==> config.mk <==
export PLATFORM = sky130hd
export DESIGN_NAME = edc_ctrl
export DESIGN_NICKNAME = d
export VERILOG_FILES = /design/src/rtl/core/edc_pkg.sv /design/src/rtl/core/edc_ctrl.sv
export SDC_FILE = /design/constraint.sdc
export NUM_CORES = 1
export LEC_CHECK = 0
export ABC_AREA = 1
export BUFFER_PORTS_ARGS = -buffer_cell sky130_fd_sc_hd__buf_2
export CAP_MARGIN = 20
export CORE_ASPECT_RATIO = 1.25
export CORE_MARGIN = 2
export CORE_UTILIZATION = 25
export DETAILED_ROUTE_END_ITERATION = 6
export PLACE_DENSITY = 0.41
export SYNTH_ARGS = -nofsm -noshare
export SYNTH_HDL_FRONTEND = slang
export SYNTH_SLANG_ARGS = --single-unit
==> constraint.sdc <==
create_clock -name clk_i -period 4.1 [get_ports clk_i]
set_input_delay 0 -clock clk_i [delete_from_list [all_inputs] [get_ports clk_i]]
set_output_delay 0 -clock clk_i [all_outputs]
set_load 0.02 [all_outputs]
==> src/rtl/core/edc_pkg.sv <==
// ----------------------------------------------------------------------------
// Edit distance engine package
// Shared constants, command codes, controller states and cell control type.
// ----------------------------------------------------------------------------
package edc_pkg;

  // default string capacity per string
  localparam int MaxLenDefault = 64;

  // field widths
  localparam int CmdW  = 2;
  localparam int CharW = 8;
  localparam int DistW = 7;

  // largest distance the result field can carry
  localparam int DistMax = 127;

  // command codes
  typedef enum logic [CmdW-1:0] {
    CmdAppendA = 2'd0,
    CmdAppendB = 2'd1,
    CmdCompute = 2'd2
  } cmd_e;

  // controller states
  typedef enum logic [1:0] {
    StIdle,
    StRun,
    StDone
  } state_e;

  // per-cell control
  typedef struct packed {
    logic init;  // reload the column value before a pass
    logic b_we;  // store the incoming string b character
  } cell_ctrl_t;

endpackage

==> src/rtl/core/edc_ctrl.sv <==
// ----------------------------------------------------------------------------
// Edit distance controller
// Command decode, string a storage, string lengths, wavefront feed into the
// cell chain and the result and output registers.
// ----------------------------------------------------------------------------
module edc_ctrl #(
  parameter int MaxLen = edc_pkg::MaxLenDefault,
  parameter int LenW   = $clog2(MaxLen + 1)
) (
  input  logic                        clk_i,
  input  logic                        rst_ni,
  input  logic                        in_valid_i,
  output logic                        in_ready_o,
  input  logic [edc_pkg::CmdW-1:0]    command_i,
  input  logic [edc_pkg::CharW-1:0]   character_i,
  output logic                        out_valid_o,
  input  logic                        out_ready_i,
  output logic [edc_pkg::DistW-1:0]  distance_o,
  output logic                        overflow_o,
  output logic                        init_o,
  output logic                        wr_b_o,
  output logic [LenW-1:0]             len_b_o,
  output logic                        feed_valid_o,
  output logic [edc_pkg::CharW-1:0]   feed_char_o,
  output logic [LenW-1:0]             feed_new_o,
  output logic [LenW-1:0]             feed_old_o,
  output logic [LenW-1:0]             sel_idx_o,
  input  logic [LenW-1:0]             sel_value_i
);

  localparam int AddrW = (MaxLen > 1) ? $clog2(MaxLen) : 1;
  localparam int CntW  = $clog2(2 * MaxLen + 1);
  localparam int SatW  = (LenW > edc_pkg::DistW) ? LenW : edc_pkg::DistW;

  edc_pkg::state_e state_q, state_d;
  edc_pkg::cmd_e   cmd;

  logic [edc_pkg::CharW-1:0] string_a [MaxLen];

  logic [LenW-1:0]           len_a_q, len_b_q, m_q, n_q;
  logic                      dropped_q;
  logic [CntW-1:0]           cnt_q;
  logic [CntW-1:0]           total;
  logic                      feed_valid_q, feed_valid_d;
  logic [LenW-1:0]           feed_idx_q;
  logic [edc_pkg::CharW-1:0] feed_char_q;
  logic [edc_pkg::DistW-1:0] res_dist_q;
  logic                      res_ovf_q;
  logic                      out_valid_q;
  logic [edc_pkg::DistW-1:0] out_dist_q;
  logic                      out_ovf_q;

  logic                      in_ready, running, try_out;
  logic                      accept, is_compute, empty_pair, start, run_end;
  logic                      wr_a, wr_b;
  logic [LenW-1:0]           res_src;
  logic [SatW-1:0]           res_ext;
  logic [edc_pkg::DistW-1:0] res_sat;

  // command decode
  assign cmd        = edc_pkg::cmd_e'(command_i);
  assign accept     = in_valid_i && in_ready;
  assign is_compute = accept && (cmd == edc_pkg::CmdCompute);
  assign empty_pair = (len_a_q == '0) || (len_b_q == '0);
  assign start      = is_compute && !empty_pair;
  assign wr_a       = accept && (cmd == edc_pkg::CmdAppendA) && (len_a_q != LenW'(MaxLen));
  assign wr_b       = accept && (cmd == edc_pkg::CmdAppendB) && (len_b_q != LenW'(MaxLen));
  assign total      = CntW'(m_q) + CntW'(n_q);
  assign run_end    = running && (cnt_q == total);

  // next state
  always_comb begin
    state_d = state_q;
    case (state_q)
      edc_pkg::StIdle: begin
        if (is_compute) begin
          state_d = empty_pair ? edc_pkg::StDone : edc_pkg::StRun;
        end
      end
      edc_pkg::StRun: begin
        if (run_end) begin
          state_d = edc_pkg::StDone;
        end
      end
      edc_pkg::StDone: begin
        if (try_out) begin
          state_d = edc_pkg::StIdle;
        end
      end
      default: state_d = edc_pkg::StIdle;
    endcase
  end

  // state outputs
  always_comb begin
    in_ready = 1'b0;
    running  = 1'b0;
    try_out  = 1'b0;
    case (state_q)
      edc_pkg::StIdle: in_ready = 1'b1;
      edc_pkg::StRun:  running  = 1'b1;
      edc_pkg::StDone: try_out  = !out_valid_q || out_ready_i;
      default: ;
    endcase
  end

  // result saturation: empty pair takes the longer length, else the chain value
  always_comb begin
    res_src = (len_a_q > len_b_q) ? len_a_q : len_b_q;
    if (running) begin
      res_src = sel_value_i;
    end
    res_ext = SatW'(res_src);
    if (res_ext > SatW'(edc_pkg::DistMax)) begin
      res_sat = edc_pkg::DistW'(edc_pkg::DistMax);
    end else begin
      res_sat = res_ext[edc_pkg::DistW-1:0];
    end
  end

  // feed next string a character while the pass still has rows to issue
  assign feed_valid_d = running && (cnt_q < CntW'(m_q));

  // control registers
  always_ff @(posedge clk_i or negedge rst_ni) begin
    if (!rst_ni) begin
      state_q      <= edc_pkg::StIdle;
      len_a_q      <= '0;
      len_b_q      <= '0;
      dropped_q    <= 1'b0;
      cnt_q        <= '0;
      feed_valid_q <= 1'b0;
      out_valid_q  <= 1'b0;
    end else begin
      state_q      <= state_d;
      feed_valid_q <= feed_valid_d;
      if (wr_a) begin
        len_a_q <= len_a_q + LenW'(1);
      end
      if (wr_b) begin
        len_b_q <= len_b_q + LenW'(1);
      end
      if (accept && !wr_a && (cmd == edc_pkg::CmdAppendA)) begin
        dropped_q <= 1'b1;
      end
      if (accept && !wr_b && (cmd == edc_pkg::CmdAppendB)) begin
        dropped_q <= 1'b1;
      end
      if (is_compute) begin
        len_a_q   <= '0;
        len_b_q   <= '0;
        dropped_q <= 1'b0;
      end
      if (start) begin
        cnt_q <= '0;
      end else if (running) begin
        cnt_q <= cnt_q + CntW'(1);
      end
      if (try_out) begin
        out_valid_q <= 1'b1;
      end else if (out_ready_i) begin
        out_valid_q <= 1'b0;
      end
    end
  end

  // string a memory, one write and one registered read per cycle
  always_ff @(posedge clk_i) begin
    if (wr_a) begin
      string_a[len_a_q[AddrW-1:0]] <= character_i;
    end
    if (feed_valid_d) begin
      feed_char_q <= string_a[cnt_q[AddrW-1:0]];
      feed_idx_q  <= LenW'(cnt_q) + LenW'(1);
    end
  end

  // pass lengths, result and output payload
  always_ff @(posedge clk_i) begin
    if (is_compute) begin
      m_q       <= len_a_q;
      n_q       <= len_b_q;
      res_ovf_q <= dropped_q;
    end
    if (is_compute || run_end) begin
      res_dist_q <= res_sat;
    end
    if (try_out) begin
      out_dist_q <= res_dist_q;
      out_ovf_q  <= res_ovf_q;
    end
  end

  assign in_ready_o   = in_ready;
  assign out_valid_o  = out_valid_q;
  assign distance_o   = out_dist_q;
  assign overflow_o   = out_ovf_q;
  assign init_o       = start;
  assign wr_b_o       = wr_b;
  assign len_b_o      = len_b_q;
  assign feed_valid_o = feed_valid_q;
  assign feed_char_o  = feed_char_q;
  assign feed_new_o   = feed_idx_q;
  assign feed_old_o   = feed_idx_q - LenW'(1);
  assign sel_idx_o    = n_q;

endmodule

==> out/metrics.cfg <==
[critical_path]
end_kind = register
worstPathArrival_ns = 3.45
crit_path_start_kind = register
crit_fanout = 14
criticalPathCategory = register to register
cp.required_ns = 4.35

[logic_synthesis]
yosysSeqAreaShare_pct = 71.2
syn_area_mm2 = 0.0245
synth-async-reset-ratio_pct = 4.62
syn_nets = 2131
synth_warnings = 0
ys_types = 41
syn_area_per_cell_um2 = 11.7
ys_ff_latch = 584
ys.flop_type = edfxtp_1
synth_edf_count = 557
syn_inst = 2083

[cts]
clock_path_buffers = 3
clkTransAtPathRegs_ns = 0.06
clkLatencyLatePin_ns = 0.65
cts_max_level = 2
cts_root_buf = clkbuf_16
cts_tree = done
cts_resized = 0
cts_buffers = 59
post_cts_buffers = 0
cts_sinks = 584

[hold_path]
hold_path_class = primary input to register

[routing]
totalWireLength_um = 74500
drcViolationCount = 0
drt_iter0_markers = 1078
dr.pass1.iters = 5
drt-wirelength-per-cell_um = 21.2
vias = 16300
vias_per_cell = 4.63
ant_nets = 0

[sta]
fin_setup_tns_ns = 0
slew_headroom_pct = 30.7
fin_crit_sh_pct = 78.1
clock.fmax_ghz = 0.312
fin_ws_ns = 0.899
final_hold_viol_count = 0
finClkSkew_ns = 0.0283
tightestPinTransition_ns = 1.04
maxSlewViolCount = 0
rsz0062_at_grt = no
setup_viol = 0
fin_crit_ns = 3.20

[placement]
place_ws_ns = 0.933
hpwlAfterDp_um = 47000
place_congestion = 0.792
numPortBuffers = 69

[floorplanning]
rows = 128
die_w_um = 284
io_pins = 70
die_area_mm2 = 0.100
start_util_pct = 25.2
chipHeight_um = 354
core_area_mm2 = 0.0972

[layout]
final_common_cell = edfxtp_1
mostFrequentLayoutCells = edfxtp_1 (557), nand2_1 (358), nor2_1 (334)
final_nets = 2215
area_growth_pct = 16.1
layout-drive-gt1-share_pct = 9.98
insertedDiodeCount = 0

[global_routing]
grt_max_degree = 170
grt_pass1_wl_um = 110000
gr-usage-all-layers_pct = 14.6
antenna_found_initial = 6
grt_pass1_vias = 16500
grt-ovfl-total = 0

[pwr]
irDropWorstVdd_uv = 384
leakage_nw = 9.86
p_per_area_mw_per_mm2 = 667

[outcome]
status = complete, no violations

[flow_run]
cap_violations = 0

[critical path: stages (launching register included)]
cell	delay, ns
dfrtp_1	0.68
inv_1	0.15
nand2_1	0.19
nor2_1	0.08
nand2_1	0.07
nand2_2	0.16
inv_2	0.22
nand4_2	0.36
nor2_1	0.87
[Yosys cell counts, drive strengths merged (2+ instances only)]
cell type | number | share of area (%)
edfxtp | 557 | 68
nand2 | 359 | 5.5
nor2 | 338 | 5.2
o21ai | 273 | 5.6
o22ai | 122 | 3.1
nand3 | 99 | 2.0
inv | 82 | 1.3
buf | 64 | 1.7
clkbuf | 52 | 0.80
dfrtp | 27 | 2.8
ha | 26 | 1.3
a21oi | 25 | 0.51
nor3 | 18 | 0.46
xor2 | 10 | 0.36
a31oi | 7 | 0.18
nand4 | 6 | 0.18
xnor2 | 4 | 0.14
clkinv | 3 | 0.046
nor4 | 2 | 0.051
o211ai | 2 | 0.061
[power breakdown]
part	switching [mW]	internal [mW]	leakage, nW
clock network	2.31	3.14	0.933
logic	4.52	1.74	3.55
registers	0.350	6.87	5.38
[kinds of logic (layout without fill, tap and decap cells)]
family | Yosys count | after routing | share of synthesized area (%)
buf+inv | 201 | 333 | 3.78
xor+xnor | 14 | 14 | 0.501
simple gates | 823 | 823 | 13.5
flops | 584 | 584 | 71.2
compound gates | 434 | 434 | 9.63
fa+ha+maj | 27 | 27 | 1.41
[worst paths after layout]
path / slack [ns] / cells after the start / start / to
setup reg to reg: 0.90 / 8 / len_a_q[3] / string_a[28][3]
hold / removal: 0.01 / 1 / character_i[5] / string_a[22][5]
setup / recovery: 0.90 / 8 / len_a_q[3] / string_a[28][3]
hold reg to reg: 0.43 / 0 / res_ovf_q / overflow_o
max in group asynchronous: 3.49 / 4 / rst_ni / cnt_q[0]
min in group asynchronous: 0.41 / 4 / rst_ni / len_b_o[5]
[flip-flops by register name, indices dropped and copies added (netlist names), 2 cells and up]
signal / flops
feed_new_o: 7
string_a: 512
m_q: 7
state_q: 2
res_dist_q: 7
sel_idx_o: 7
cnt_q: 8
distance_o: 7
len_a_q: 7
len_b_o: 7
feed_char_o: 8
[metal layers]
layer  wire, um  vias to the layer above  GRT usage (%)
met1      31300                     8197           17.9
met5          0                        -              0
met4       2420                        0           5.27
met3       2680                      108           1.75
li1           -                     7598              -
met2      38100                      362           26.3
[area by class of cell]
type                    instances  area, um^2
well taps                    1300        1630
clock inverters                36         344
inverters                      85         325
flip-flops and latches        584       17400
fillers                      9964       68800
multi-input cells            1298        6130
clock buffers                  73        1570
repair buffers                139         973
[timing repair]
action,CTS,global route
endpoints found under the hold margin,155,0
endpoints found under the setup margin,0,0
hold buffers,19,0
[per-stage QoR]
step / hold WS (ns) / total power, mW / instance area (um^2) / std cells / util [%]
finish: 0.0126 / 18.9 / 28400 / 3515 / 29.2
CTS: 0.00213 / 19.2 / 28400 / 3515 / 29.2
global placement: 0.0997 / 13.7 / 26200 / 3386 / 27.0
detailed placement: 0.104 / 13.7 / 26300 / 3387 / 27.0
global route: 0.0146 / 20.0 / 28400 / 3515 / 29.2
floorplan: -0.296 / 11.3 / 24500 / 2083 / -
No activity file was read; power rests on OpenSTA's default activity.
