$ cat src/rtl/core/edc_pkg.sv
// ----------------------------------------------------------------------------
// Edit distance engine package
// Shared constants, command codes, controller states and cell control type.
// ----------------------------------------------------------------------------
package edc_pkg;

  // default string capacity per string
  localparam int MaxLenDefault = 64;

  // field widths
  localparam int CmdW  = 2;
  localparam int CharW = 8;
  localparam int DistW = 7;

  // largest distance the result field can carry
  localparam int DistMax = 127;

  // command codes
  typedef enum logic [CmdW-1:0] {
    CmdAppendA = 2'd0,
    CmdAppendB = 2'd1,
    CmdCompute = 2'd2
  } cmd_e;

  // controller states
  typedef enum logic [1:0] {
    StIdle,
    StRun,
    StDone
  } state_e;

  // per-cell control
  typedef struct packed {
    logic init;  // reload the column value before a pass
    logic b_we;  // store the incoming string b character
  } cell_ctrl_t;

endpackage

$ cat src/rtl/core/edc_cell.sv
// ----------------------------------------------------------------------------
// Edit distance cell
// One column of the dynamic program: holds one string b character and the
// current column value, and passes string a characters to its right neighbor.
// ----------------------------------------------------------------------------
module edc_cell #(
  parameter int ValW  = 7,
  parameter int Index = 0
) (
  input  logic                        clk_i,
  input  logic                        rst_ni,
  input  edc_pkg::cell_ctrl_t         ctrl_i,
  input  logic [edc_pkg::CharW-1:0]   char_i,
  input  logic                        a_valid_i,
  input  logic [edc_pkg::CharW-1:0]   a_char_i,
  input  logic [ValW-1:0]             left_new_i,
  input  logic [ValW-1:0]             left_old_i,
  output logic                        a_valid_o,
  output logic [edc_pkg::CharW-1:0]   a_char_o,
  output logic [ValW-1:0]             value_o,
  output logic [ValW-1:0]             old_o
);

  logic                      valid_q;
  logic [edc_pkg::CharW-1:0] b_q;
  logic [edc_pkg::CharW-1:0] a_char_q;
  logic [ValW-1:0]           value_q;
  logic [ValW-1:0]           value_d;
  logic [ValW-1:0]           old_q;
  logic [ValW-1:0]           min_ul;
  logic [ValW-1:0]           min_all;

  // unit-cost recurrence: match takes the diagonal, else min of three plus one
  always_comb begin
    min_ul  = (value_q < left_new_i) ? value_q : left_new_i;
    min_all = (min_ul < left_old_i) ? min_ul : left_old_i;
    if (a_char_i == b_q) begin
      value_d = left_old_i;
    end else begin
      value_d = min_all + ValW'(1);
    end
  end

  // valid travels one cell per cycle
  always_ff @(posedge clk_i or negedge rst_ni) begin
    if (!rst_ni) begin
      valid_q <= 1'b0;
    end else if (ctrl_i.init) begin
      valid_q <= 1'b0;
    end else begin
      valid_q <= a_valid_i;
    end
  end

  // column state and forwarded character
  always_ff @(posedge clk_i) begin
    if (ctrl_i.b_we) begin
      b_q <= char_i;
    end
    if (ctrl_i.init) begin
      value_q <= ValW'(Index + 1);
    end else if (a_valid_i) begin
      value_q  <= value_d;
      old_q    <= value_q;
      a_char_q <= a_char_i;
    end
  end

  assign a_valid_o = valid_q;
  assign a_char_o  = a_char_q;
  assign value_o   = value_q;
  assign old_o     = old_q;

endmodule

$ cat config.mk
export PLATFORM = sky130hd
export DESIGN_NAME = edc_cell
export DESIGN_NICKNAME = d
export VERILOG_FILES = /design/src/rtl/core/edc_pkg.sv /design/src/rtl/core/edc_cell.sv
export SDC_FILE = /design/constraint.sdc
export NUM_CORES = 1
export LEC_CHECK = 0
export BUFFER_PORTS_ARGS = -buffer_cell sky130_fd_sc_hd__clkbuf_2
export CAP_MARGIN = 15
export CORE_UTILIZATION = 46
export DETAILED_ROUTE_END_ITERATION = 12
export GPL_TIMING_DRIVEN = 0
export HOLD_SLACK_MARGIN = 0.12
export PLACE_DENSITY_LB_ADDON = 0.08
export SETUP_SLACK_MARGIN = 0.1
export SLEW_MARGIN = 0
export SYNTH_ARGS = -nofsm -noshare
export SYNTH_HDL_FRONTEND = slang
export SYNTH_SLANG_ARGS = --single-unit
$ cat constraint.sdc
create_clock -name clk_i -period 3.8 [get_ports clk_i]
set_clock_uncertainty 0.05 [all_clocks]
set_input_delay 0.38 -clock clk_i [delete_from_list [all_inputs] [get_ports clk_i]]
set_output_delay 0.38 -clock clk_i [all_outputs]
set_load 0.02 [all_outputs]
==> out/summary.txt, run 1 <==
PLACED DESIGN
-----------------------------------------------------------------------------------------------------------------
Worst slack at placement                                                                               -0.5040 ns
Post-detail-place hpwl                                                                                    3237 um
Final weighted congestion in routability-driven placement                                                  0.8592
Placed Cells                                                                                                  287
Input/output buffers                                                                                           56
Placed standard-cell area                                                                            0.002308 sq mm

YOSYS
-----------------------------------------------------------------------------------------------------------------
Cells after Synth                                                                                             182
Synth Flop Type                                                                                      sky130_fd_sc_hd__edfxtp_1
Mean instance size in the synthesized netlist                                                         10.37 sq um
Post-synthesis sequential area ratio                                                                       45.36%
Synthesized-area fraction occupied by and/or/nand/nor cells                                                13.79%
Multiplexer share of the synthesized area                                                                  5.438%
Yosys warning count                                                                                             0
Async SR Flop Fraction                                                                                     3.226%
Number of enable flip-flop cells after synthesis                                                               23
Unique masters post-synth                                                                                      46
Dominant combinational cell family by area after synthesis                                           compound AO/OA/AOI/OAI gates
Synth Area in Compound Gates                                                                               14.72%
Post-synth design cell area                                                                          0.001887 sq mm
Register bit total from synthesis                                                                              31
Arithmetic-cell share of the synthesized area counting full adders, half adders and majority gates         8.621%
Nets in the synthesized netlist                                                                               230
XOR/XNOR Fraction of Synth Area                                                                            7.427%

WORST SETUP PATH
-----------------------------------------------------------------------------------------------------------------
Reg2Reg Launch Point                                                                                   value_o[4]
WP data arrival                                                                                           3.97 ns
Max Fanout on Critical Path                                                                                     5
Launching element type of the critical path                                                             flip-flop
Slack of the worst reg-to-reg path                                                                       -0.02 ns
Critical path buffers and inverters                                                                             3
Most common cell on crit path                                                                        sky130_fd_sc_hd__ha_4
Capturing point of the worst reg2reg path                                                              value_o[4]
Biggest cell delay along the critical path                                                                0.36 ns
Crit-path slowest cell                                                                               sky130_fd_sc_hd__dfxtp_4
WP depth                                                                                                       21
Critical path start-end classification                                                               flip-flop to flip-flop
Crit path max-delay family                                                                           compound AO/OA/AOI/OAI gates
R2R depth                                                                                                      21
Cell breakdown of the critical path                                                                  ha_4 -> a21oi_2 -> o21ai_2 -> a21oi_2 -> buf_6 -> clkbuf_16 -> nand2_4 -> o21ai_4 -> ha_4 -> and2_4 -> a221oi_4 -> a21boi_2 -> o22a_4 -> buf_12 -> a21oi_4 -> ha_4 -> nand3_4 -> or3_1 -> a21oi_1 -> mux2i_1 -> a31oi_1
Type of element capturing the critical path                                                             flip-flop
Required time worst endpoint                                                                              3.94 ns

DIE
-----------------------------------------------------------------------------------------------------------------
Total I/O pin count                                                                                            58
Effective utilization at floorplan                                                                         49.67%
Num rows                                                                                                       22
Core ar.                                                                                             0.003799 sq mm
Area enclosed by the die boundary                                                                    0.004362 sq mm
Die boundary height                                                                                      66.05 um
Chip width                                                                                               66.05 um

CLOCKING
-----------------------------------------------------------------------------------------------------------------
Max Buffers Root-to-Sink                                                                                        2
Maximum level of the CTS H-tree                                                                                 2
Post-CTS clock slew at the launch and capture registers of the worst setup and hold paths                 0.06 ns
Clock insertion delay at the later pin of the skew report                                                 0.27 ns
Num CTS Buffers                                                                                                 5
TritonCTS clock tree                                                                                         done
Cell at the root of the clock tree                                                                   sky130_fd_sc_hd__clkbuf_8
Sink count of the clock tree                                                                                   31

PWR
-----------------------------------------------------------------------------------------------------------------
Peak ir drop on the vdd network                                                                       0.0002714 V
P_leak                                                                                                0.001194 uW
Power density over the cells                                                                         447.6 mW/mm^2

RUN
-----------------------------------------------------------------------------------------------------------------
Maximum capacitance violations                                                                                  0

ROUTING
-----------------------------------------------------------------------------------------------------------------
DR iter-0 viols                                                                                               225
Wirelength per Cell                                                                                      15.84 um
Total number of vias                                                                                         1729
Count of nets left with antenna violations after detail routing                                                 0
DR vias/cell                                                                                                5.542
Count of unresolved DRC violations after routing                                                                0
Final wirelength                                                                                          4941 um
Number of detailed-routing iterations run before antenna repair                                                 4

GLOBAL ROUTE
-----------------------------------------------------------------------------------------------------------------
Total routing usage reported by global routing                                                             23.38%
Overflow left after global routing                                                                              0
Met2 track utilization from global routing                                                                 38.27%
M3 GR Usage                                                                                                4.655%
Met1 capacity usage during global routing                                                                  31.60%
Number of antenna violations at the first check in global routing                                               0
Largest net degree at the start of global routing                                                              11
Wire length of the first global-routing pass                                                              7452 um
Via count of the first global-routing pass                                                                   1532
Most Used Layer, Global Route                                                                                met2

LAYOUT
-----------------------------------------------------------------------------------------------------------------
Leading cell type in the layout, fill and taps excluded                                              sky130_fd_sc_hd__clkbuf_2
Area of all placed cells without fillers                                                             0.002803 sq mm
Layout-stage area growth over the synthesis result                                                         48.54%
Antenna cell count                                                                                              0
Number of filler cells placed in the layout                                                                   283
Fraction of final layout cells with drive strength greater than 1                                          51.52%
Number of non-filler instances in the completed layout                                                        312
Commonest cells after routing, fill and taps aside                                                   sky130_fd_sc_hd__clkbuf_2 (55), sky130_fd_sc_hd__edfxtp_1 (23), sky130_fd_sc_hd__buf_4 (15)
Net count of the finished layout                                                                              311

TIMING
-----------------------------------------------------------------------------------------------------------------
Setup repair after global routing missed its margin                                                           yes
Final Max Tran Viols                                                                                            0
Slew @ Worst Pin                                                                                        0.7052 ns
Final setup fails                                                                                               1
Worst max-slew margin expressed relative to the limit                                                      52.82%
Post-layout worst setup margin                                                                        -0.02417 ns
Peak clock frequency supported by timing                                                                261.5 MHz
Ratio of final minimum period to clock period                                                              100.6%
Final critical path time including I/O delays and setup                                                  3.824 ns
Final hold vios                                                                                                 0
Final setup TNS                                                                                       -0.02417 ns

WORST HOLD PATH
-----------------------------------------------------------------------------------------------------------------
Cell depth of the worst min-delay path                                                                          1
Worst hold-check path type                                                                           input port to flip-flop
Hold endpoint                                                                                              b_q[2]
Worst hold path startpoint                                                                              char_i[2]

STATUS
-----------------------------------------------------------------------------------------------------------------
Run status                                                                                           complete, but fails checks
Failing checks                                                                                       negative setup slack

how the worst max path moves through the flow:
| stage | endpoint | start |
|---|---|---|
| final | value_o[4] | value_o[4] |
| after floorplan | value_o[4] | left_new_i[4] |
| after detailed placement | value_o[6] | left_new_i[2] |
| after global routing | value_o[6] | value_o[2] |
| after global placement | value_o[6] | left_new_i[4] |
| after CTS | value_o[6] | value_o[2] |
per-layer routing:
metal  routed length [um]  share of wire [%]
met4                   57                1.2
met1                 2142                 43
met2                 2411                 49
met5                    0                  0
met3                  330                6.7
cells in the mapped netlist, types with 2 or more instances:
cell	number	area share, %
sky130_fd_sc_hd__nand3_1	10	2.7
sky130_fd_sc_hd__o21ai_0	10	2.7
sky130_fd_sc_hd__xnor2_1	6	2.8
sky130_fd_sc_hd__clkbuf_1	3	0.60
sky130_fd_sc_hd__nor2_1	13	2.6
sky130_fd_sc_hd__o21ai_1	2	0.53
sky130_fd_sc_hd__a21oi_1	10	2.7
sky130_fd_sc_hd__nor4_1	2	0.66
sky130_fd_sc_hd__inv_1	14	2.8
sky130_fd_sc_hd__mux2i_1	5	2.7
sky130_fd_sc_hd__mux2_4	2	1.6
sky130_fd_sc_hd__a31oi_1	2	0.66
sky130_fd_sc_hd__dfxtp_1	7	7.4
sky130_fd_sc_hd__and3_1	4	1.3
sky130_fd_sc_hd__nor3_1	2	0.53
sky130_fd_sc_hd__xor2_1	10	4.6
sky130_fd_sc_hd__nand2_1	16	3.2
sky130_fd_sc_hd__edfxtp_1	23	37
sky130_fd_sc_hd__ha_1	13	8.6
sky130_fd_sc_hd__a211oi_1	2	0.80
metrics by stage:
step	hold WS, ns	util, %	power (uW)
floorplan	0.03441	-	731.8
global placement	0.1055	60.47	829.1
detailed placement	0.1060	60.77	835.6
CTS	0.2226	68.68	1162
global route	0.2242	73.78	1318
finish	0.2309	73.78	1255
power by group:
part | switching [uW] | leakage, uW | internal (uW)
logic | 298 | 0.000857 | 294
clock network | 107 | 0.0000422 | 128
registers | 24.1 | 0.000295 | 404
layout make-up:
class                           instances  area [sq um]  area share (%)
Sequential cell                        31         878.3           31.34
Clock buffer                            7         76.32           2.723
Tap cell                               48         60.06           2.143
Inverter                               14         52.55           1.875
Multi-Input combinational cell        131          1234           44.02
Timing Repair Buffer                   74         427.9           15.27
Clock inverter                          1         5.005          0.1786
Buffer                                  6         68.82           2.455
timing repair:
item,4_1_cts,5_1_grt
hold endpoints to repair,1,0
hold buffers,1,0
gates resized for setup,25,29
cloned,1,0
setup buffers,10,6
setup endpoints to repair,3,3
pin swaps,17,33
sequential cells by signal, indices dropped and copies added (netlist names):
| name | flops |
|---|---|
| a_char_o | 8 |
| a_valid_o | 1 |
| b_q | 8 |
| old_o | 7 |
| value_o | 7 |
cell families after synthesis:
kind of cell,after synthesis
flip-flops,31
buffers and inverters,20
multiplexers,9
XOR/XNOR,16
AO/OA/AOI/OAI,40
AND/OR/NAND/NOR,53
adder cells (fa/ha/maj),13
(Power assumes the default switching activity.)
==> run 2, diff against run 1 <==
--- a/config.mk
+++ b/config.mk
@@ -11,7 +11,7 @@
 export DETAILED_ROUTE_END_ITERATION = 12
 export GPL_TIMING_DRIVEN = 0
 export HOLD_SLACK_MARGIN = 0.12
-export PLACE_DENSITY_LB_ADDON = 0.08
+export PLACE_DENSITY = 0.75
 export SETUP_SLACK_MARGIN = 0.1
 export SLEW_MARGIN = 0
 export SYNTH_ARGS = -nofsm -noshare
==> run 2 against run 1 <==
Effect of this change: maximum frequency rose by 0.18%; sequential share of layout area increased by 0.69 points; largest power group unchanged; routed wire length rose by 0.61%; via count fell by 2.1%; the flow still finishes with violations (negative setup slack); non-clock buffer count shrank 1; global-route usage fell by 0.76 points.
==> out/summary.txt, run 2 (synthesis gave the netlist of run 1 again) <==
STATUS
--------------------------------------------------------------------------------------------------------
Run status                                                                                  complete, but fails checks
Failing checks                                                                              negative setup slack

PWR
--------------------------------------------------------------------------------------------------------
Switching portion of total power                                                                  34.22%
Power density over the cells                                                                453.5 mW/mm^2
Net switching power                                                                             425.7 uW
Power share of the clock group                                                                     19.3%
Reg power frac                                                                                     34.0%
Internal power                                                                                  818.2 uW
Comb power frac                                                                                    46.6%
P_leak                                                                                       0.001178 uW
Peak ir drop on the vdd network                                                              0.0003309 V

TIMING
--------------------------------------------------------------------------------------------------------
Slew @ Worst Pin                                                                               0.8190 ns
Worst max-slew margin expressed relative to the limit                                             45.34%
Peak clock frequency supported by timing                                                       262.0 MHz
Final critical path time including I/O delays and setup                                         3.817 ns
Post-layout worst setup margin                                                               -0.01734 ns
Final hold vios                                                                                        0
Final Max Tran Viols                                                                                   0
Final hold slack                                                                               0.2265 ns
Ratio of final minimum period to clock period                                                     100.5%
Setup repair after global routing missed its margin                                                  yes
Final setup fails                                                                                      2

DIE
--------------------------------------------------------------------------------------------------------
Num rows                                                                                              22
Die boundary height                                                                             66.05 um
Core ar.                                                                                    0.003799 sq mm
Effective utilization at floorplan                                                                49.67%
Area enclosed by the die boundary                                                           0.004362 sq mm
Chip width                                                                                      66.05 um
Total I/O pin count                                                                                   58

GLOBAL ROUTE
--------------------------------------------------------------------------------------------------------
Total routing usage reported by global routing                                                    22.62%
Number of antenna violations at the first check in global routing                                      0
Met1 capacity usage during global routing                                                         28.46%
Overflow left after global routing                                                                     0
M3 GR Usage                                                                                       6.207%
Via count of the first global-routing pass                                                          1529
Most Used Layer, Global Route                                                                       met2
Wire length of the first global-routing pass                                                     7224 um
Largest net degree at the start of global routing                                                     18
Met2 track utilization from global routing                                                        38.52%

WORST SETUP PATH
--------------------------------------------------------------------------------------------------------
Biggest cell delay along the critical path                                                       0.35 ns
Type of element capturing the critical path                                                    flip-flop
Critical path start-end classification                                                      flip-flop to flip-flop
Crit-path slowest cell                                                                      sky130_fd_sc_hd__dfxtp_4
Critical path buffers and inverters                                                                    3
Crit path max-delay family                                                                  compound AO/OA/AOI/OAI gates
Cell breakdown of the critical path                                                         ha_4 -> nand2_4 -> o21ai_2 -> a21oi_2 -> buf_6 -> clkbuf_16 -> buf_4 -> nand2_1 -> o21ai_0 -> ha_1 -> a221oi_4 -> a21boi_2 -> o22a_4 -> mux2_4 -> ha_4 -> nand3_2 -> nor2_1 -> mux2i_1 -> xnor2_1 -> mux2i_1 -> a31oi_1
Max Fanout on Critical Path                                                                            8
Required time worst endpoint                                                                     3.94 ns
Launching element type of the critical path                                                    flip-flop
WP data arrival                                                                                  3.96 ns

PLACED DESIGN
--------------------------------------------------------------------------------------------------------
Post-detail-place hpwl                                                                           3297 um
Placed Cells                                                                                         286
Final weighted congestion in routability-driven placement                                         0.8468
Input/output buffers                                                                                  56

CLOCKING
--------------------------------------------------------------------------------------------------------
Cell at the root of the clock tree                                                          sky130_fd_sc_hd__clkbuf_8
Num CTS Buffers                                                                                        5
Clock insertion delay at the later pin of the skew report                                        0.28 ns
Maximum level of the CTS H-tree                                                                        2
Max Buffers Root-to-Sink                                                                               2
Post-CTS clock slew at the launch and capture registers of the worst setup and hold paths        0.06 ns
TritonCTS clock tree                                                                                done
Sink count of the clock tree                                                                          31

LAYOUT
--------------------------------------------------------------------------------------------------------
Leading cell type in the layout, fill and taps excluded                                     sky130_fd_sc_hd__clkbuf_2
Fraction of final layout cells with drive strength greater than 1                                 49.43%
Commonest cells after routing, fill and taps aside                                          sky130_fd_sc_hd__clkbuf_2 (54), sky130_fd_sc_hd__edfxtp_1 (23), sky130_fd_sc_hd__buf_4 (15)
Net count of the finished layout                                                                     310
Layout-stage area growth over the synthesis result                                                45.36%
Antenna cell count                                                                                     0
Number of non-filler instances in the completed layout                                               311

ROUTING
--------------------------------------------------------------------------------------------------------
Number of detailed-routing iterations run before antenna repair                                        4
DR iter-0 viols                                                                                       97
Total number of vias                                                                                1693
DR vias/cell                                                                                       5.444
Count of unresolved DRC violations after routing                                                       0
Wirelength per Cell                                                                             15.98 um
Final wirelength                                                                                 4971 um
Count of nets left with antenna violations after detail routing                                        0

RUN
--------------------------------------------------------------------------------------------------------
Maximum capacitance violations                                                                         0

WORST HOLD PATH
--------------------------------------------------------------------------------------------------------
Worst hold-check path type                                                                  input port to flip-flop

## run 2: cell types whose count changed in the layout (fill, tap and decap cells not counted), sizes merged
| cell | previous run | this run |
|---|---|---|
| buf | 20 | 21 |
| clkbuf | 66 | 64 |
## run 2: worst register-to-register path, stage by stage, from the launching register on
cell                        delay, ns
sky130_fd_sc_hd__dfxtp_4         0.35
sky130_fd_sc_hd__ha_4            0.29
sky130_fd_sc_hd__nand2_4         0.07
sky130_fd_sc_hd__o21ai_2         0.12
sky130_fd_sc_hd__a21oi_2         0.06
sky130_fd_sc_hd__buf_6           0.13
sky130_fd_sc_hd__clkbuf_16       0.15
sky130_fd_sc_hd__buf_4           0.15
sky130_fd_sc_hd__nand2_1         0.11
sky130_fd_sc_hd__o21ai_0         0.14
sky130_fd_sc_hd__ha_1            0.24
sky130_fd_sc_hd__a221oi_4        0.30
sky130_fd_sc_hd__a21boi_2        0.09
sky130_fd_sc_hd__o22a_4          0.25
sky130_fd_sc_hd__mux2_4          0.33
sky130_fd_sc_hd__ha_4            0.19
sky130_fd_sc_hd__nand3_2         0.10
sky130_fd_sc_hd__nor2_1          0.05
sky130_fd_sc_hd__mux2i_1         0.16
sky130_fd_sc_hd__xnor2_1         0.13
sky130_fd_sc_hd__mux2i_1         0.08
sky130_fd_sc_hd__a31oi_1         0.18
## run 2: worst paths after layout
check	from	end	slack (ns)	cells past startpoint
worst min-delay path	char_i[0]	b_q[0]	0.23	1
worst min register to register	value_o[0]	old_o[0]	0.53	0
worst max-delay path	value_o[6]	value_o[6]	-0.02	21
worst max register to register	value_o[6]	value_o[6]	-0.02	21
max in group asynchronous	rst_ni	a_valid_o	3.26	2
min in group asynchronous	rst_ni	a_valid_o	0.35	2
## run 2: what timing repair did
item,4_1_cts,5_1_grt
hold endpoints to repair,1,0
buffers inserted,13,3
pin swaps,7,6
setup endpoints to repair,3,3
gates resized for setup,31,15
hold buffers,1,0
## run 2: power by group through the flow
stage	Clock, uW	Combinational, uW	Sequential [uW]
6_report	241	580	423
5_1_grt	263	623	426
4_1_cts	245	511	424
3_5_place_dp	0	390	443
3_3_place_gp	0	382	442
2_1_floorplan	0	269	463
## run 2: layout make-up
| class | instances | area [sq um] |
|---|---|---|
| plain buffers | 6 | 68.82 |
| clock buffers | 7 | 76.32 |
| clock inverters | 1 | 5.005 |
| fillers | 258 | 1056 |
| inverters | 14 | 52.55 |
| multi-input cells | 131 | 1187 |
| flip-flops and latches | 31 | 878.3 |
| well taps | 48 | 60.06 |
| repair buffers | 73 | 414.1 |
## run 2: through the flow
stage                     power (uW)  setup TNS, ns  cell area, sq um  setup slack, ns  util [%]
after global routing            1312        -0.2607              2743          -0.1160     72.20
after detailed placement       832.9        -0.9759              2297          -0.4256     60.47
final                           1244       -0.02770              2743         -0.01734     72.20
after CTS                       1180              0              2645          0.05441     69.63
after global placement         823.9        -0.7424              2297          -0.3213     60.47
after floorplan                731.8              0              1957           0.1011         -
## run 2: metal layers
layer | up-vias | share of wire [%]
met5 | - | 0
met4 | 0 | 1.2
met3 | 6 | 6.2
met2 | 59 | 51
met1 | 812 | 42
li1 | 816 | -
==> run 3, diff against run 2 <==
--- a/config.mk
+++ b/config.mk
@@ -7,11 +7,12 @@
 export LEC_CHECK = 0
 export BUFFER_PORTS_ARGS = -buffer_cell sky130_fd_sc_hd__clkbuf_2
 export CAP_MARGIN = 15
-export CORE_UTILIZATION = 46
+export CORE_UTILIZATION = 48
+export CTS_BUF_LIST = sky130_fd_sc_hd__clkbuf_2
 export DETAILED_ROUTE_END_ITERATION = 12
 export GPL_TIMING_DRIVEN = 0
 export HOLD_SLACK_MARGIN = 0.12
-export PLACE_DENSITY = 0.75
+export PLACE_DENSITY = 0.77
 export SETUP_SLACK_MARGIN = 0.1
 export SLEW_MARGIN = 0
 export SYNTH_ARGS = -nofsm -noshare
==> run 3 against run 2 <==
Effect of this change: register-to-register slack lost 0.099 ns; routed wire length grew 8.3%; the run still ends with negative setup slack left; core utilization grew 2.6 points; cell count grew 1.9%; highest routed layer unchanged; final area grew 1.4%; worst setup slack lost 0.099 ns; combinational power grew 3%; clock-buffer cell count shrank 1; clock power shrank 34%; maximum frequency shrank 2.5%.
==> out/summary.txt, run 3 (synthesis gave the netlist of run 1 again) <==
LAYOUT
--------------------------------------------------------------------------------------------------------
Layout-stage area growth over the synthesis result                                                47.35%
Net count of the finished layout                                                                     316
Antenna cell count                                                                                     0
Fraction of final layout cells with drive strength greater than 1                                 50.56%
Commonest cells after routing, fill and taps aside                                          sky130_fd_sc_hd__clkbuf_2 (62), sky130_fd_sc_hd__edfxtp_1 (23), sky130_fd_sc_hd__buf_4 (15)
Leading cell type in the layout, fill and taps excluded                                     sky130_fd_sc_hd__clkbuf_2

CLOCKING
--------------------------------------------------------------------------------------------------------
Sink count of the clock tree                                                                          31
Post-CTS clock slew at the launch and capture registers of the worst setup and hold paths        0.17 ns
Clock insertion delay at the later pin of the skew report                                        0.39 ns
Num CTS Buffers                                                                                        5
TritonCTS clock tree                                                                                done
Max Buffers Root-to-Sink                                                                               2
Maximum level of the CTS H-tree                                                                        2
Cell at the root of the clock tree                                                          sky130_fd_sc_hd__clkbuf_2

PLACED DESIGN
--------------------------------------------------------------------------------------------------------
Input/output buffers                                                                                  56
Worst slack at placement                                                                      -0.3674 ns
Final weighted congestion in routability-driven placement                                         0.8557
Post-detail-place hpwl                                                                           3332 um

ROUTING
--------------------------------------------------------------------------------------------------------
Count of unresolved DRC violations after routing                                                       0
Final wirelength                                                                                 5384 um
DR iter-0 viols                                                                                      137
Wirelength per Cell                                                                             16.98 um
DR vias/cell                                                                                       5.659
Count of nets left with antenna violations after detail routing                                        0
Number of detailed-routing iterations run before antenna repair                                        4
Total number of vias                                                                                1794

WORST SETUP PATH
--------------------------------------------------------------------------------------------------------
Required time worst endpoint                                                                     4.07 ns
Capturing point of the worst reg2reg path                                                     value_o[6]
Launching element type of the critical path                                                    flip-flop
Critical path start-end classification                                                      flip-flop to flip-flop
Crit path max-delay family                                                                  compound AO/OA/AOI/OAI gates
Reg2Reg Launch Point                                                                          value_o[4]
WP depth                                                                                              22
Type of element capturing the critical path                                                    flip-flop
Critical Path Sink                                                                            value_o[6]
WP data arrival                                                                                  4.19 ns
Cell breakdown of the critical path                                                         ha_4 -> a21oi_4 -> o21ai_2 -> a21oi_2 -> buf_6 -> buf_8 -> nand2_1 -> o21ai_1 -> ha_1 -> and2_4 -> a221oi_4 -> a21boi_2 -> o22a_4 -> buf_12 -> a21oi_4 -> ha_4 -> nand3_2 -> nor3_1 -> mux2i_1 -> xnor2_1 -> mux2i_1 -> a31oi_1
R2R depth                                                                                             22
Setup crit start                                                                              value_o[4]
Slack of the worst reg-to-reg path                                                              -0.12 ns
Max Fanout on Critical Path                                                                            6
Biggest cell delay along the critical path                                                       0.40 ns
Critical path buffers and inverters                                                                    3
Crit-path slowest cell                                                                      sky130_fd_sc_hd__dfxtp_4

TIMING
--------------------------------------------------------------------------------------------------------
Final hold vios                                                                                        0
Setup repair after global routing missed its margin                                                  yes
Peak clock frequency supported by timing                                                       255.3 MHz
Ratio of final minimum period to clock period                                                     103.1%
Post-layout worst setup margin                                                                -0.1168 ns
Slew @ Worst Pin                                                                               0.8019 ns
Worst max-slew margin expressed relative to the limit                                             46.48%
Final setup fails                                                                                      2
Final critical path time including I/O delays and setup                                         3.917 ns
Final setup TNS                                                                               -0.1794 ns
Final Max Tran Viols                                                                                   0

GLOBAL ROUTE
--------------------------------------------------------------------------------------------------------
Total routing usage reported by global routing                                                    25.11%
Number of antenna violations at the first check in global routing                                      0
Largest net degree at the start of global routing                                                     18
Overflow left after global routing                                                                     0
Via count of the first global-routing pass                                                          1642
Wire length of the first global-routing pass                                                     7686 um

PWR
--------------------------------------------------------------------------------------------------------
Peak ir drop on the vdd network                                                              0.0002468 V
P_leak                                                                                       0.001190 uW
Power density over the cells                                                                425.4 mW/mm^2

DIE
--------------------------------------------------------------------------------------------------------
Chip width                                                                                      64.70 um
Effective utilization at floorplan                                                                50.77%
Die boundary height                                                                             64.70 um
Num rows                                                                                              22
Total I/O pin count                                                                                   58
Area enclosed by the die boundary                                                           0.004185 sq mm
Core ar.                                                                                    0.003716 sq mm

STATUS
--------------------------------------------------------------------------------------------------------
Failing checks                                                                              negative setup slack
Run status                                                                                  complete, but fails checks

WORST HOLD PATH
--------------------------------------------------------------------------------------------------------
Worst hold-check path type                                                                  input port to flip-flop

RUN
--------------------------------------------------------------------------------------------------------
Maximum capacitance violations                                                                         0

run 3: changes by cell type in the layout (fill, tap and decap cells not counted), sizes merged:
cell / delta
dlygate4sd3: +4
clkinv: +1
buf: +1
run 3: metrics by stage:
stage / power (uW) / util [%] / cells / hold WS [ns] / instance area, sq um
2_1_floorplan: 731.8 / - / 182 / 0.03441 / 1957
4_1_cts: 1095 / 70.71 / 313 / 0.1215 / 2628
6_report: 1183 / 74.81 / 317 / 0.1155 / 2780
5_1_grt: 1234 / 74.81 / 317 / 0.1198 / 2780
3_3_place_gp: 822.7 / 61.82 / 286 / 0.1052 / 2297
3_5_place_dp: 833.4 / 61.82 / 286 / 0.1074 / 2297
run 3: worst min-delay path by stage:
stage               from   endpoint  slack, ns  cells past startpoint
2_1_floorplan     rst_ni  a_valid_o       0.03                      0
3_3_place_gp      rst_ni  a_valid_o       0.11                      1
6_report       char_i[1]     b_q[1]       0.12                      1
5_1_grt        char_i[1]     b_q[1]       0.12                      1
3_5_place_dp      rst_ni  a_valid_o       0.11                      1
4_1_cts        char_i[1]     b_q[1]       0.12                      1
run 3: power breakdown:
part / internal [uW] / total (uW) / switching, uW
combinational: 297 / 600 / 303
sequential: 403 / 423 / 20.2
clock: 44.2 / 160 / 116
run 3: layout make-up:
type	count	area (sq um)
Multi-Input combinational cell	131	1216
Timing Repair Buffer	79	476.7
Fill cell	258	935.9
Clock inverter	2	7.507
Sequential cell	31	878.3
Buffer	6	58.81
Clock buffer	6	30.03
Tap cell	48	60.06
Inverter	14	52.55
run 3: metal layers:
layer / wire, um / vias up / global-route usage, %
li1: - / 836 / -
met1: 2162 / 857 / 30.25
met2: 2746 / 85 / 44.08
met3: 335 / 16 / 4.754
met4: 139 / 0 / 9.444
met5: 0 / - / 0
run 3: what timing repair did:
item,CTS,global route
hold buffers,3,2
resized for setup,29,25
buffers inserted,16,2
endpoints found under the setup margin,3,3
pin swaps,18,20
endpoints found under the hold margin,3,2
